`src/rtl/spq_pkg.sv`:
```
// Shared types and constants for the sorted priority queue.
`default_nettype none
package spq_pkg;
    localparam int DEPTH  = 16;
    localparam int IDX_W  = $clog2(DEPTH);
    localparam int CNT_W  = $clog2(DEPTH + 1);
    localparam int TAG_W  = 16;
    localparam int PRIO_W = 16;

    typedef logic [IDX_W-1:0] idx_t;
    typedef logic [CNT_W-1:0] cnt_t;

    typedef enum logic [2:0] {
        FN_ENQ    = 3'd0,
        FN_DEQ    = 3'd1,
        FN_PEEK   = 3'd2,
        FN_GET    = 3'd3,
        FN_CHANGE = 3'd4,
        FN_RANGE  = 3'd5,
        FN_CLEAR  = 3'd6
    } func_t;

    typedef enum logic [2:0] {
        ST_OK       = 3'd0,
        ST_TAKEN    = 3'd1,
        ST_EMPTY    = 3'd2,
        ST_NOTFOUND = 3'd3,
        ST_FULL     = 3'd4,
        ST_AMBIG    = 3'd5
    } status_t;

    typedef enum logic [2:0] {
        S_IDLE,
        S_SCAN,
        S_MOVE,
        S_PLACE,
        S_RESP
    } state_t;

    typedef struct packed {
        logic [TAG_W-1:0]  tag;
        logic [PRIO_W-1:0] prio;
    } entry_t;

    typedef struct packed {
        logic [TAG_W-1:0]  tag;
        logic [PRIO_W-1:0] prio;
        logic [PRIO_W-1:0] hi;
    } key_t;

    typedef struct packed {
        logic prio_eq;
        logic prio_gt;
        logic tag_eq;
        logic in_range;
    } cmp_t;

    typedef struct packed {
        logic   we;
        idx_t   waddr;
        entry_t wdata;
        idx_t   raddr;
    } mem_req_t;
endpackage
`default_nettype wire

```
`src/rtl/spq_store.sv`:
```
// Entry store: one write port, one registered read port.
`default_nettype none
module spq_store (
    input  logic              clk,
    input  spq_pkg::mem_req_t req,
    output spq_pkg::entry_t   rdata
);
    spq_pkg::entry_t store_mem [spq_pkg::DEPTH];
    spq_pkg::entry_t rdata_reg;

    always_ff @(posedge clk)
    begin
        if (req.we)
        begin
            store_mem[req.waddr] <= req.wdata;
        end
        rdata_reg <= store_mem[req.raddr];
    end

    assign rdata = rdata_reg;
endmodule
`default_nettype wire

```
`src/rtl/spq_cmp.sv`:
```
// Shared compare unit: one stored entry against the operation key.
`default_nettype none
module spq_cmp (
    input  spq_pkg::entry_t entry,
    input  spq_pkg::key_t   key,
    output spq_pkg::cmp_t   res
);
    assign res.prio_eq  = (entry.prio == key.prio);
    assign res.prio_gt  = (entry.prio > key.prio);
    assign res.tag_eq   = (entry.tag == key.tag);
    assign res.in_range = (entry.prio >= key.prio) && (entry.prio <= key.hi);
endmodule
`default_nettype wire

```
`src/rtl/spq_ctrl.sv`:
```
// Sequencer: scan, shift and place passes over the store, result register.
`default_nettype none
module spq_ctrl (
    input  logic                        clk,
    input  logic                        rst_n,
    input  logic                        in_valid,
    output logic                        in_ready,
    input  logic [2:0]                  func,
    input  logic [spq_pkg::TAG_W-1:0]   tag,
    input  logic [spq_pkg::PRIO_W-1:0]  prio,
    input  logic [spq_pkg::PRIO_W-1:0]  high_bound,
    output logic                        out_valid,
    input  logic                        out_ready,
    output logic [2:0]                  status,
    output logic [spq_pkg::TAG_W-1:0]   out_tag,
    output logic [spq_pkg::PRIO_W-1:0]  out_prio,
    output logic [spq_pkg::CNT_W-1:0]   removed,
    output logic [spq_pkg::CNT_W-1:0]   count,
    output spq_pkg::mem_req_t           mem_req,
    input  spq_pkg::entry_t             rdata,
    output spq_pkg::key_t               key,
    input  spq_pkg::cmp_t               cmp
);
    // control state
    spq_pkg::state_t state_reg, state_next;
    spq_pkg::cnt_t   fill_reg, fill_next;
    logic            dv_reg, dv_next;
    logic            out_valid_reg, out_valid_next;

    // operation and pass registers
    spq_pkg::func_t  op_reg, op_next;
    spq_pkg::key_t   key_reg, key_next;
    spq_pkg::idx_t   rd_idx_reg, rd_idx_next;
    spq_pkg::cnt_t   rd_left_reg, rd_left_next;
    spq_pkg::idx_t   dat_idx_reg, dat_idx_next;
    spq_pkg::cnt_t   wr_ptr_reg, wr_ptr_next;
    logic            down_reg, down_next;
    logic            place_reg, place_next;
    spq_pkg::idx_t   place_idx_reg, place_idx_next;

    // scan accumulators
    logic                        taken_reg, taken_next;
    spq_pkg::cnt_t               pos_reg, pos_next;
    logic [1:0]                  hits_reg, hits_next;
    spq_pkg::idx_t               at_reg, at_next;
    logic [spq_pkg::PRIO_W-1:0]  at_prio_reg, at_prio_next;
    spq_pkg::entry_t             head_reg, head_next;
    spq_pkg::cnt_t               rem_cnt_reg, rem_cnt_next;

    // pending result and output register
    spq_pkg::status_t            res_status_reg, res_status_next;
    logic [spq_pkg::TAG_W-1:0]   res_tag_reg, res_tag_next;
    logic [spq_pkg::PRIO_W-1:0]  res_prio_reg, res_prio_next;
    spq_pkg::status_t            status_reg, status_next;
    logic [spq_pkg::TAG_W-1:0]   out_tag_reg, out_tag_next;
    logic [spq_pkg::PRIO_W-1:0]  out_prio_reg, out_prio_next;
    spq_pkg::cnt_t               removed_reg, removed_next;
    spq_pkg::cnt_t               count_reg, count_next;

    // end-of-scan decision
    spq_pkg::status_t            dec_status;
    logic [spq_pkg::TAG_W-1:0]   dec_tag;
    logic [spq_pkg::PRIO_W-1:0]  dec_prio;
    spq_pkg::cnt_t               dec_fill;
    logic                        dec_move;
    logic                        dec_down;
    spq_pkg::idx_t               dec_rd_idx;
    spq_pkg::cnt_t               dec_rd_left;
    spq_pkg::cnt_t               dec_wr;
    logic                        dec_place;
    spq_pkg::idx_t               dec_place_idx;
    spq_pkg::cnt_t               pos_new;
    spq_pkg::cnt_t               at_ext;

    logic accept;
    logic pass_done;
    logic resp_go;

    assign accept    = in_valid && (state_reg == spq_pkg::S_IDLE);
    assign pass_done = (rd_left_reg == '0) && !dv_reg;
    assign resp_go   = !out_valid_reg || out_ready;
    assign key       = key_reg;

    assign in_ready  = (state_reg == spq_pkg::S_IDLE);
    assign out_valid = out_valid_reg;
    assign status    = status_reg;
    assign out_tag   = out_tag_reg;
    assign out_prio  = out_prio_reg;
    assign removed   = removed_reg;
    assign count     = count_reg;

    // Decide the outcome once the scan has seen every held entry.
    always_comb
    begin
        dec_status    = spq_pkg::ST_OK;
        dec_tag       = '0;
        dec_prio      = '0;
        dec_fill      = fill_reg;
        dec_move      = 1'b0;
        dec_down      = 1'b0;
        dec_rd_idx    = '0;
        dec_rd_left   = '0;
        dec_wr        = '0;
        dec_place     = 1'b0;
        dec_place_idx = '0;
        at_ext        = spq_pkg::cnt_t'(at_reg);
        // the moved entry no longer counts toward the insert position
        pos_new       = pos_reg - spq_pkg::cnt_t'(at_prio_reg > key_reg.prio);
        unique case (op_reg)
            spq_pkg::FN_ENQ:
            begin
                if (taken_reg)
                begin
                    dec_status = spq_pkg::ST_TAKEN;
                end
                else if (fill_reg == spq_pkg::cnt_t'(spq_pkg::DEPTH))
                begin
                    dec_status = spq_pkg::ST_FULL;
                end
                else
                begin
                    dec_fill      = fill_reg + spq_pkg::cnt_t'(1);
                    dec_place     = 1'b1;
                    dec_place_idx = spq_pkg::idx_t'(pos_reg);
                    if (pos_reg < fill_reg)
                    begin
                        dec_move    = 1'b1;
                        dec_down    = 1'b1;
                        dec_rd_idx  = spq_pkg::idx_t'(fill_reg - spq_pkg::cnt_t'(1));
                        dec_rd_left = fill_reg - pos_reg;
                        dec_wr      = fill_reg;
                    end
                end
            end
            spq_pkg::FN_DEQ, spq_pkg::FN_PEEK:
            begin
                if (fill_reg == '0)
                begin
                    dec_status = spq_pkg::ST_EMPTY;
                end
                else
                begin
                    dec_tag  = head_reg.tag;
                    dec_prio = head_reg.prio;
                    if (op_reg == spq_pkg::FN_DEQ)
                    begin
                        dec_fill = fill_reg - spq_pkg::cnt_t'(1);
                        if (fill_reg > spq_pkg::cnt_t'(1))
                        begin
                            dec_move    = 1'b1;
                            dec_rd_idx  = spq_pkg::idx_t'(1);
                            dec_rd_left = fill_reg - spq_pkg::cnt_t'(1);
                            dec_wr      = '0;
                        end
                    end
                end
            end
            spq_pkg::FN_GET:
            begin
                if (hits_reg == '0)
                begin
                    dec_status = spq_pkg::ST_NOTFOUND;
                end
                else
                begin
                    dec_prio = at_prio_reg;
                end
            end
            spq_pkg::FN_CHANGE:
            begin
                if (taken_reg)
                begin
                    dec_status = spq_pkg::ST_TAKEN;
                end
                else if (hits_reg[1])
                begin
                    dec_status = spq_pkg::ST_AMBIG;
                end
                else if (hits_reg == '0)
                begin
                    dec_status = spq_pkg::ST_NOTFOUND;
                end
                else
                begin
                    dec_place     = 1'b1;
                    dec_place_idx = spq_pkg::idx_t'(pos_new);
                    if (at_ext < pos_new)
                    begin
                        // close the gap upward, then place below
                        dec_move    = 1'b1;
                        dec_rd_idx  = at_reg + spq_pkg::idx_t'(1);
                        dec_rd_left = pos_new - at_ext;
                        dec_wr      = at_ext;
                    end
                    else if (at_ext > pos_new)
                    begin
                        dec_move    = 1'b1;
                        dec_down    = 1'b1;
                        dec_rd_idx  = at_reg - spq_pkg::idx_t'(1);
                        dec_rd_left = at_ext - pos_new;
                        dec_wr      = at_ext;
                    end
                end
            end
            spq_pkg::FN_RANGE:
            begin
                dec_fill = wr_ptr_reg;
            end
            default:
            begin
                dec_status = spq_pkg::ST_OK;
            end
        endcase
    end

    // next state
    always_comb
    begin
        state_next = state_reg;
        unique case (state_reg)
            spq_pkg::S_IDLE:
            begin
                if (accept)
                begin
                    unique case (spq_pkg::func_t'(func))
                        spq_pkg::FN_ENQ, spq_pkg::FN_DEQ, spq_pkg::FN_PEEK,
                        spq_pkg::FN_GET, spq_pkg::FN_CHANGE, spq_pkg::FN_RANGE:
                            state_next = spq_pkg::S_SCAN;
                        default:
                            state_next = spq_pkg::S_RESP;
                    endcase
                end
            end
            spq_pkg::S_SCAN:
            begin
                if (pass_done)
                begin
                    if (dec_move)
                    begin
                        state_next = spq_pkg::S_MOVE;
                    end
                    else if (dec_place)
                    begin
                        state_next = spq_pkg::S_PLACE;
                    end
                    else
                    begin
                        state_next = spq_pkg::S_RESP;
                    end
                end
            end
            spq_pkg::S_MOVE:
            begin
                if (pass_done)
                begin
                    state_next = place_reg ? spq_pkg::S_PLACE : spq_pkg::S_RESP;
                end
            end
            spq_pkg::S_PLACE:
            begin
                state_next = spq_pkg::S_RESP;
            end
            spq_pkg::S_RESP:
            begin
                if (resp_go)
                begin
                    state_next = spq_pkg::S_IDLE;
                end
            end
            default:
            begin
                state_next = spq_pkg::S_IDLE;
            end
        endcase
    end

    // datapath and memory requests
    always_comb
    begin
        fill_next       = fill_reg;
        dv_next         = 1'b0;
        out_valid_next  = out_valid_reg && !out_ready;
        op_next         = op_reg;
        key_next        = key_reg;
        rd_idx_next     = rd_idx_reg;
        rd_left_next    = rd_left_reg;
        dat_idx_next    = dat_idx_reg;
        wr_ptr_next     = wr_ptr_reg;
        down_next       = down_reg;
        place_next      = place_reg;
        place_idx_next  = place_idx_reg;
        taken_next      = taken_reg;
        pos_next        = pos_reg;
        hits_next       = hits_reg;
        at_next         = at_reg;
        at_prio_next    = at_prio_reg;
        head_next       = head_reg;
        rem_cnt_next    = rem_cnt_reg;
        res_status_next = res_status_reg;
        res_tag_next    = res_tag_reg;
        res_prio_next   = res_prio_reg;
        status_next     = status_reg;
        out_tag_next    = out_tag_reg;
        out_prio_next   = out_prio_reg;
        removed_next    = removed_reg;
        count_next      = count_reg;
        mem_req.we      = 1'b0;
        mem_req.waddr   = spq_pkg::idx_t'(wr_ptr_reg);
        mem_req.wdata   = rdata;
        mem_req.raddr   = rd_idx_reg;

        // issue one read a cycle while a pass has entries left
        if ((state_reg == spq_pkg::S_SCAN) || (state_reg == spq_pkg::S_MOVE))
        begin
            if (rd_left_reg != '0)
            begin
                dv_next      = 1'b1;
                dat_idx_next = rd_idx_reg;
                rd_left_next = rd_left_reg - spq_pkg::cnt_t'(1);
                rd_idx_next  = down_reg ? (rd_idx_reg - spq_pkg::idx_t'(1))
                                        : (rd_idx_reg + spq_pkg::idx_t'(1));
            end
        end

        unique case (state_reg)
            spq_pkg::S_IDLE:
            begin
                if (accept)
                begin
                    op_next         = spq_pkg::func_t'(func);
                    key_next.tag    = tag;
                    key_next.prio   = prio;
                    key_next.hi     = high_bound;
                    rd_idx_next     = '0;
                    rd_left_next    = fill_reg;
                    wr_ptr_next     = '0;
                    down_next       = 1'b0;
                    place_next      = 1'b0;
                    taken_next      = 1'b0;
                    pos_next        = '0;
                    hits_next       = '0;
                    rem_cnt_next    = '0;
                    res_status_next = spq_pkg::ST_OK;
                    res_tag_next    = '0;
                    res_prio_next   = '0;
                    if (spq_pkg::func_t'(func) == spq_pkg::FN_CLEAR)
                    begin
                        rem_cnt_next = fill_reg;
                        fill_next    = '0;
                    end
                end
            end
            spq_pkg::S_SCAN:
            begin
                if (dv_reg)
                begin
                    taken_next = taken_reg || cmp.prio_eq;
                    pos_next   = pos_reg + spq_pkg::cnt_t'(cmp.prio_gt);
                    if (cmp.tag_eq)
                    begin
                        if (hits_reg == '0)
                        begin
                            at_next      = dat_idx_reg;
                            at_prio_next = rdata.prio;
                        end
                        if (!hits_reg[1])
                        begin
                            hits_next = hits_reg + 2'd1;
                        end
                    end
                    if (dat_idx_reg == '0)
                    begin
                        head_next = rdata;
                    end
                    // range removal compacts the kept entries in place
                    if (op_reg == spq_pkg::FN_RANGE)
                    begin
                        if (cmp.in_range)
                        begin
                            rem_cnt_next = rem_cnt_reg + spq_pkg::cnt_t'(1);
                        end
                        else
                        begin
                            mem_req.we  = 1'b1;
                            wr_ptr_next = wr_ptr_reg + spq_pkg::cnt_t'(1);
                        end
                    end
                end
                if (pass_done)
                begin
                    res_status_next = dec_status;
                    res_tag_next    = dec_tag;
                    res_prio_next   = dec_prio;
                    fill_next       = dec_fill;
                    rd_idx_next     = dec_rd_idx;
                    rd_left_next    = dec_rd_left;
                    wr_ptr_next     = dec_wr;
                    down_next       = dec_down;
                    place_next      = dec_place;
                    place_idx_next  = dec_place_idx;
                end
            end
            spq_pkg::S_MOVE:
            begin
                if (dv_reg)
                begin
                    mem_req.we  = 1'b1;
                    wr_ptr_next = down_reg ? (wr_ptr_reg - spq_pkg::cnt_t'(1))
                                           : (wr_ptr_reg + spq_pkg::cnt_t'(1));
                end
            end
            spq_pkg::S_PLACE:
            begin
                mem_req.we         = 1'b1;
                mem_req.waddr      = place_idx_reg;
                mem_req.wdata.tag  = key_reg.tag;
                mem_req.wdata.prio = key_reg.prio;
            end
            spq_pkg::S_RESP:
            begin
                if (resp_go)
                begin
                    out_valid_next = 1'b1;
                    status_next    = res_status_reg;
                    out_tag_next   = res_tag_reg;
                    out_prio_next  = res_prio_reg;
                    removed_next   = rem_cnt_reg;
                    count_next     = fill_reg;
                end
            end
            default:
            begin
                dv_next = 1'b0;
            end
        endcase
    end

    always_ff @(posedge clk or negedge rst_n)
    begin
        if (!rst_n)
        begin
            state_reg     <= spq_pkg::S_IDLE;
            fill_reg      <= '0;
            dv_reg        <= 1'b0;
            out_valid_reg <= 1'b0;
        end
        else
        begin
            state_reg     <= state_next;
            fill_reg      <= fill_next;
            dv_reg        <= dv_next;
            out_valid_reg <= out_valid_next;
        end
    end

    always_ff @(posedge clk)
    begin
        op_reg         <= op_next;
        key_reg        <= key_next;
        rd_idx_reg     <= rd_idx_next;
        rd_left_reg    <= rd_left_next;
        dat_idx_reg    <= dat_idx_next;
        wr_ptr_reg     <= wr_ptr_next;
        down_reg       <= down_next;
        place_reg      <= place_next;
        place_idx_reg  <= place_idx_next;
        taken_reg      <= taken_next;
        pos_reg        <= pos_next;
        hits_reg       <= hits_next;
        at_reg         <= at_next;
        at_prio_reg    <= at_prio_next;
        head_reg       <= head_next;
        rem_cnt_reg    <= rem_cnt_next;
        res_status_reg <= res_status_next;
        res_tag_reg    <= res_tag_next;
        res_prio_reg   <= res_prio_next;
        status_reg     <= status_next;
        out_tag_reg    <= out_tag_next;
        out_prio_reg   <= out_prio_next;
        removed_reg    <= removed_next;
        count_reg      <= count_next;
    end
endmodule
`default_nettype wire

```
`src/rtl/sorted_priority_queue.sv`:
```
// Clear and the unused code answer without a pass over the store; peek, lookup and range
// removal scan every held entry; enqueue, change and dequeue may also shift entries.
// Throughput: one operation at a time; the next is taken the cycle after the result
// registers, so the one-entry-a-cycle scan and shift passes over the single read port set it.
// Reset: asynchronous, active low; empties the queue, drops any pending result, keeps store data.
`default_nettype none
module sorted_priority_queue (
    input  logic                        clk,
    input  logic                        rst_n,
    input  logic                        in_valid,
    output logic                        in_ready,
    input  logic [2:0]                  func,
    input  logic [spq_pkg::TAG_W-1:0]   tag,
    input  logic [spq_pkg::PRIO_W-1:0]  prio,
    input  logic [spq_pkg::PRIO_W-1:0]  high_bound,
    output logic                        out_valid,
    input  logic                        out_ready,
    output logic [2:0]                  status,
    output logic [spq_pkg::TAG_W-1:0]   out_tag,
    output logic [spq_pkg::PRIO_W-1:0]  out_prio,
    output logic [spq_pkg::CNT_W-1:0]   removed,
    output logic [spq_pkg::CNT_W-1:0]   count
);
    spq_pkg::mem_req_t mem_req;
    spq_pkg::entry_t   rdata;
    spq_pkg::key_t     key;
    spq_pkg::cmp_t     cmp;

    spq_store u_store (
        .clk   (clk),
        .req   (mem_req),
        .rdata (rdata)
    );

    spq_cmp u_cmp (
        .entry (rdata),
        .key   (key),
        .res   (cmp)
    );

    spq_ctrl u_ctrl (
        .clk        (clk),
        .rst_n      (rst_n),
        .in_valid   (in_valid),
        .in_ready   (in_ready),
        .func       (func),
        .tag        (tag),
        .prio       (prio),
        .high_bound (high_bound),
        .out_valid  (out_valid),
        .out_ready  (out_ready),
        .status     (status),
        .out_tag    (out_tag),
        .out_prio   (out_prio),
        .removed    (removed),
        .count      (count),
        .mem_req    (mem_req),
        .rdata      (rdata),
        .key        (key),
        .cmp        (cmp)
    );
endmodule
`default_nettype wire

```
`config.mk`:
```
export PLATFORM = sky130hd
export DESIGN_NAME = sorted_priority_queue
export DESIGN_NICKNAME = d
export VERILOG_FILES = /design/src/rtl/spq_pkg.sv /design/src/rtl/spq_store.sv /design/src/rtl/spq_cmp.sv /design/src/rtl/spq_ctrl.sv /design/src/rtl/sorted_priority_queue.sv
export SDC_FILE = /design/constraint.sdc
export NUM_CORES = 1
export LEC_CHECK = 0
export BUFFER_PORTS_ARGS = -buffer_cell sky130_fd_sc_hd__buf_4
export CAP_MARGIN = 10
export CORE_MARGIN = 4
export CORE_UTILIZATION = 62
export DETAILED_ROUTE_END_ITERATION = 7
export HOLD_SLACK_MARGIN = 0.08
export PLACE_DENSITY = 0.8
export SETUP_SLACK_MARGIN = 0.02
export SKIP_LAST_GASP = 1
export SYNTH_ARGS = -nofsm -noshare
export SYNTH_HDL_FRONTEND = slang
export SYNTH_HIERARCHICAL = 1
export SYNTH_SLANG_ARGS = --single-unit
```
`constraint.sdc`:
```
create_clock -name clk -period 14.2 [get_ports clk]
set_input_delay 1.42 -clock clk [delete_from_list [all_inputs] [get_ports clk]]
set_output_delay 1.42 -clock clk [all_outputs]
set_load 0.1 [all_outputs]
```
==> out/metrics.cfg <==
[worst_setup_path]
cp_data_arrival_time_ps=5110
worstPathRequired_ps=14560
crit_fanout=10
critPathKind=reg2reg
critical-path-max-stage-delay_ps=450
worst_path_max_delay_cell=ha_1
r2r_setup_slack_ps=9450
critPathLaunchType=flop
cp_cell_sequence=inv_1, ha_1, a21o_1, a21o_1, a21oi_1, o21ai_0, a311oi_1, nor3_1, ha_1, ha_1, xnor2_1, inv_1, ha_1, o21a_1, o31a_1, o21ai_1, o21ai_1, nor3_1, a221o_1
crit_path_end_kind=flop
path_common_cell=ha_1

[clock_network]
post_cts_buffers=0
cts_hold_buf=0
cts.clk_slew.worst_paths_ps=60
cts_tree=built
clock_latency_ps=620
htree_num_levels=3
cts-buffers-inserted=78
post_cts_resized=0
cts_num_sinks=774
cts_buffer_depth=3
root_buffer=clkbuf_16

[grt]
grt_pass1_vias=17300
gr-total-overflow=0
track_usage_pct=26.8
grt_pass1_wl_um=108000
grt_max_degree=72
antenna_found_initial=1

[synth]
synth_edf_count=723
synth.area.top_cells=edfxtp_1 (69%), mux4_2 (9.2%), ha_1 (3.0%)
ys_seq_area_share_pct=72.4
ys.flop_type=edfxtp_1
yosysWarnings=6
syn_area_per_cell_um2=17.7
synthTopCellsByCount=edfxtp_1 (723), mux4_2 (128), nand2_1 (91)
synth.distinct_cells=80
synth_area_leader_cell=edfxtp_1
synth_top_area_share_pct=69.0
synthArstFlopShare_pct=1.29
synthCells=1781
yosysMostFrequentCell=edfxtp_1
synth_area_um2=31500
synth-seq-cells=774
synth_fp_nets=1916

[cells_and_area]
syn_to_final_growth_pct=13.2
antennaDiodeCount=0
fillers=3009
drive_gt1_share_pct=23.2
largest_reg_flops=512
nNetsFinal=2065
regArea_um2=22800
multi_input_area_um2=8190

[drt]
ant_nets=0
drt_iter0_drc=2028
first_pass_iters=5
wl_per_cell_um=26.9
via_count=17200
drc=0
routed_via_density=6.46
wl_um=71800

[placed_design]
place_hpwl_um=41600
pre_cts_ws_ps=9490
port_buffers=101
gp_congestion=0.906

[sta]
finalSetupViolations=0
timing.final.crit_share_pct=33.5
min_period_ps=4750
fin_setup_tns_ps=0
rsz0062_at_grt=false
fin_ws_ps=9450
slew_violations=0
worst_pin_slew_ps=1200
slew_headroom_pct=20.1
fmax_mhz=210
fin_skew_ps=14.7
hold_violations=0

[floorplanning]
dieWidth_um=233
rows=82
core_area_um2=50200
io_pins=102
die_y_um=233
die-area_um2=54400
start_util_pct=62.7

[power]
p_leak_nw=12.1
peakVddDrop_mv=0.111
p_per_area_nw_per_um2=207

[worst_hold_path]
hp-class=reg2reg

[job]
cap_viol_max_count=0

[status]
outcome=completed

## power by group
part	total, mW	switching (mW)	leakage (nW)	internal (mW)
clock	1.94	0.841	1.16	1.10
sequential	3.33	0.275	7.07	3.05
combinational	2.10	1.33	3.90	0.771
## placed cells by master (no fill, tap or decap), types with 33 or more instances in the layout
cell type,count
ha_1,76
clkbuf_16,80
a22oi_1,67
mux4_2,128
a21oi_1,44
dfxtp_1,39
nand2_1,91
buf_4,144
xnor2_1,33
inv_1,83
nor2_1,47
edfxtp_1,723
o21ai_0,44
## routing by layer
| layer | global-route usage [%] | wire (um) | vias to the layer above |
|---|---|---|---|
| met4 | 8.98 | 2090 | 0 |
| met1 | 37.4 | 28000 | 8783 |
| li1 | - | - | 7395 |
| met3 | 4.80 | 6260 | 155 |
| met2 | 43.5 | 35500 | 902 |
| met5 | 0 | 0 | - |
## logic make-up (layout without fill, tap and decap cells)
family                     after synthesis  count (layout)  share of synthesized area (%)
and+or+nand+nor                        298             298                           4.82
xor gates and xnor gates                39              39                           1.11
muxes                                  155             155                           10.1
buffers and inverters                  159             372                           2.06
AOI/OAI and AO/OA                      276             276                           6.25
DFF                                    774             774                           72.4
adders and majority gates               80              80                           3.28
## through the flow
stage	hold slack [ps]	power [mW]	area, um2	std cells	utilization, %
after floorplan	400	4.78	31500	1781	-
after global placement	402	5.36	33200	2522	66.2
after detailed placement	405	5.43	33200	2522	66.2
after CTS	413	7.39	35600	2666	71.0
after global routing	423	7.70	35600	2666	71.0
final	415	7.37	35600	2666	71.0
## layout make-up
cell class	count	area share (%)
clock buffers	113	6.16
clock inverters	31	0.653
inverters	84	0.885
multi-input cells	848	23.0
flip-flops and latches	774	63.9
well taps	672	2.36
repair buffers	144	3.03
## critical path: cells and delay by family, from the launching register on
| family | cells | cell delay [ps] |
|---|---|---|
| AND/OR/NAND/NOR | 2 | 270 |
| buffers and inverters | 2 | 160 |
| AO/OA/AOI/OAI | 10 | 2310 |
| flip-flops | 1 | 380 |
| adder cells (fa/ha/maj) | 4 | 1110 |
| XOR/XNOR | 1 | 250 |
## worst paths after layout
kind,startpoint,endpoint,depth (start not counted)
min in group asynchronous,rst_n,u_ctrl/fill_reg[2],1
setup reg to reg,u_ctrl/key[25],u_ctrl/wr_ptr_reg[1],19
max in group asynchronous,rst_n,u_ctrl/dv_reg,1
setup / recovery,u_ctrl/key[25],u_ctrl/wr_ptr_reg[1],19
hold / removal,u_ctrl/res_status_reg[2],u_ctrl/status[2],0
hold reg to reg,u_ctrl/res_status_reg[2],u_ctrl/status[2],0
Note: power is estimated with default switching activity, not from simulation.
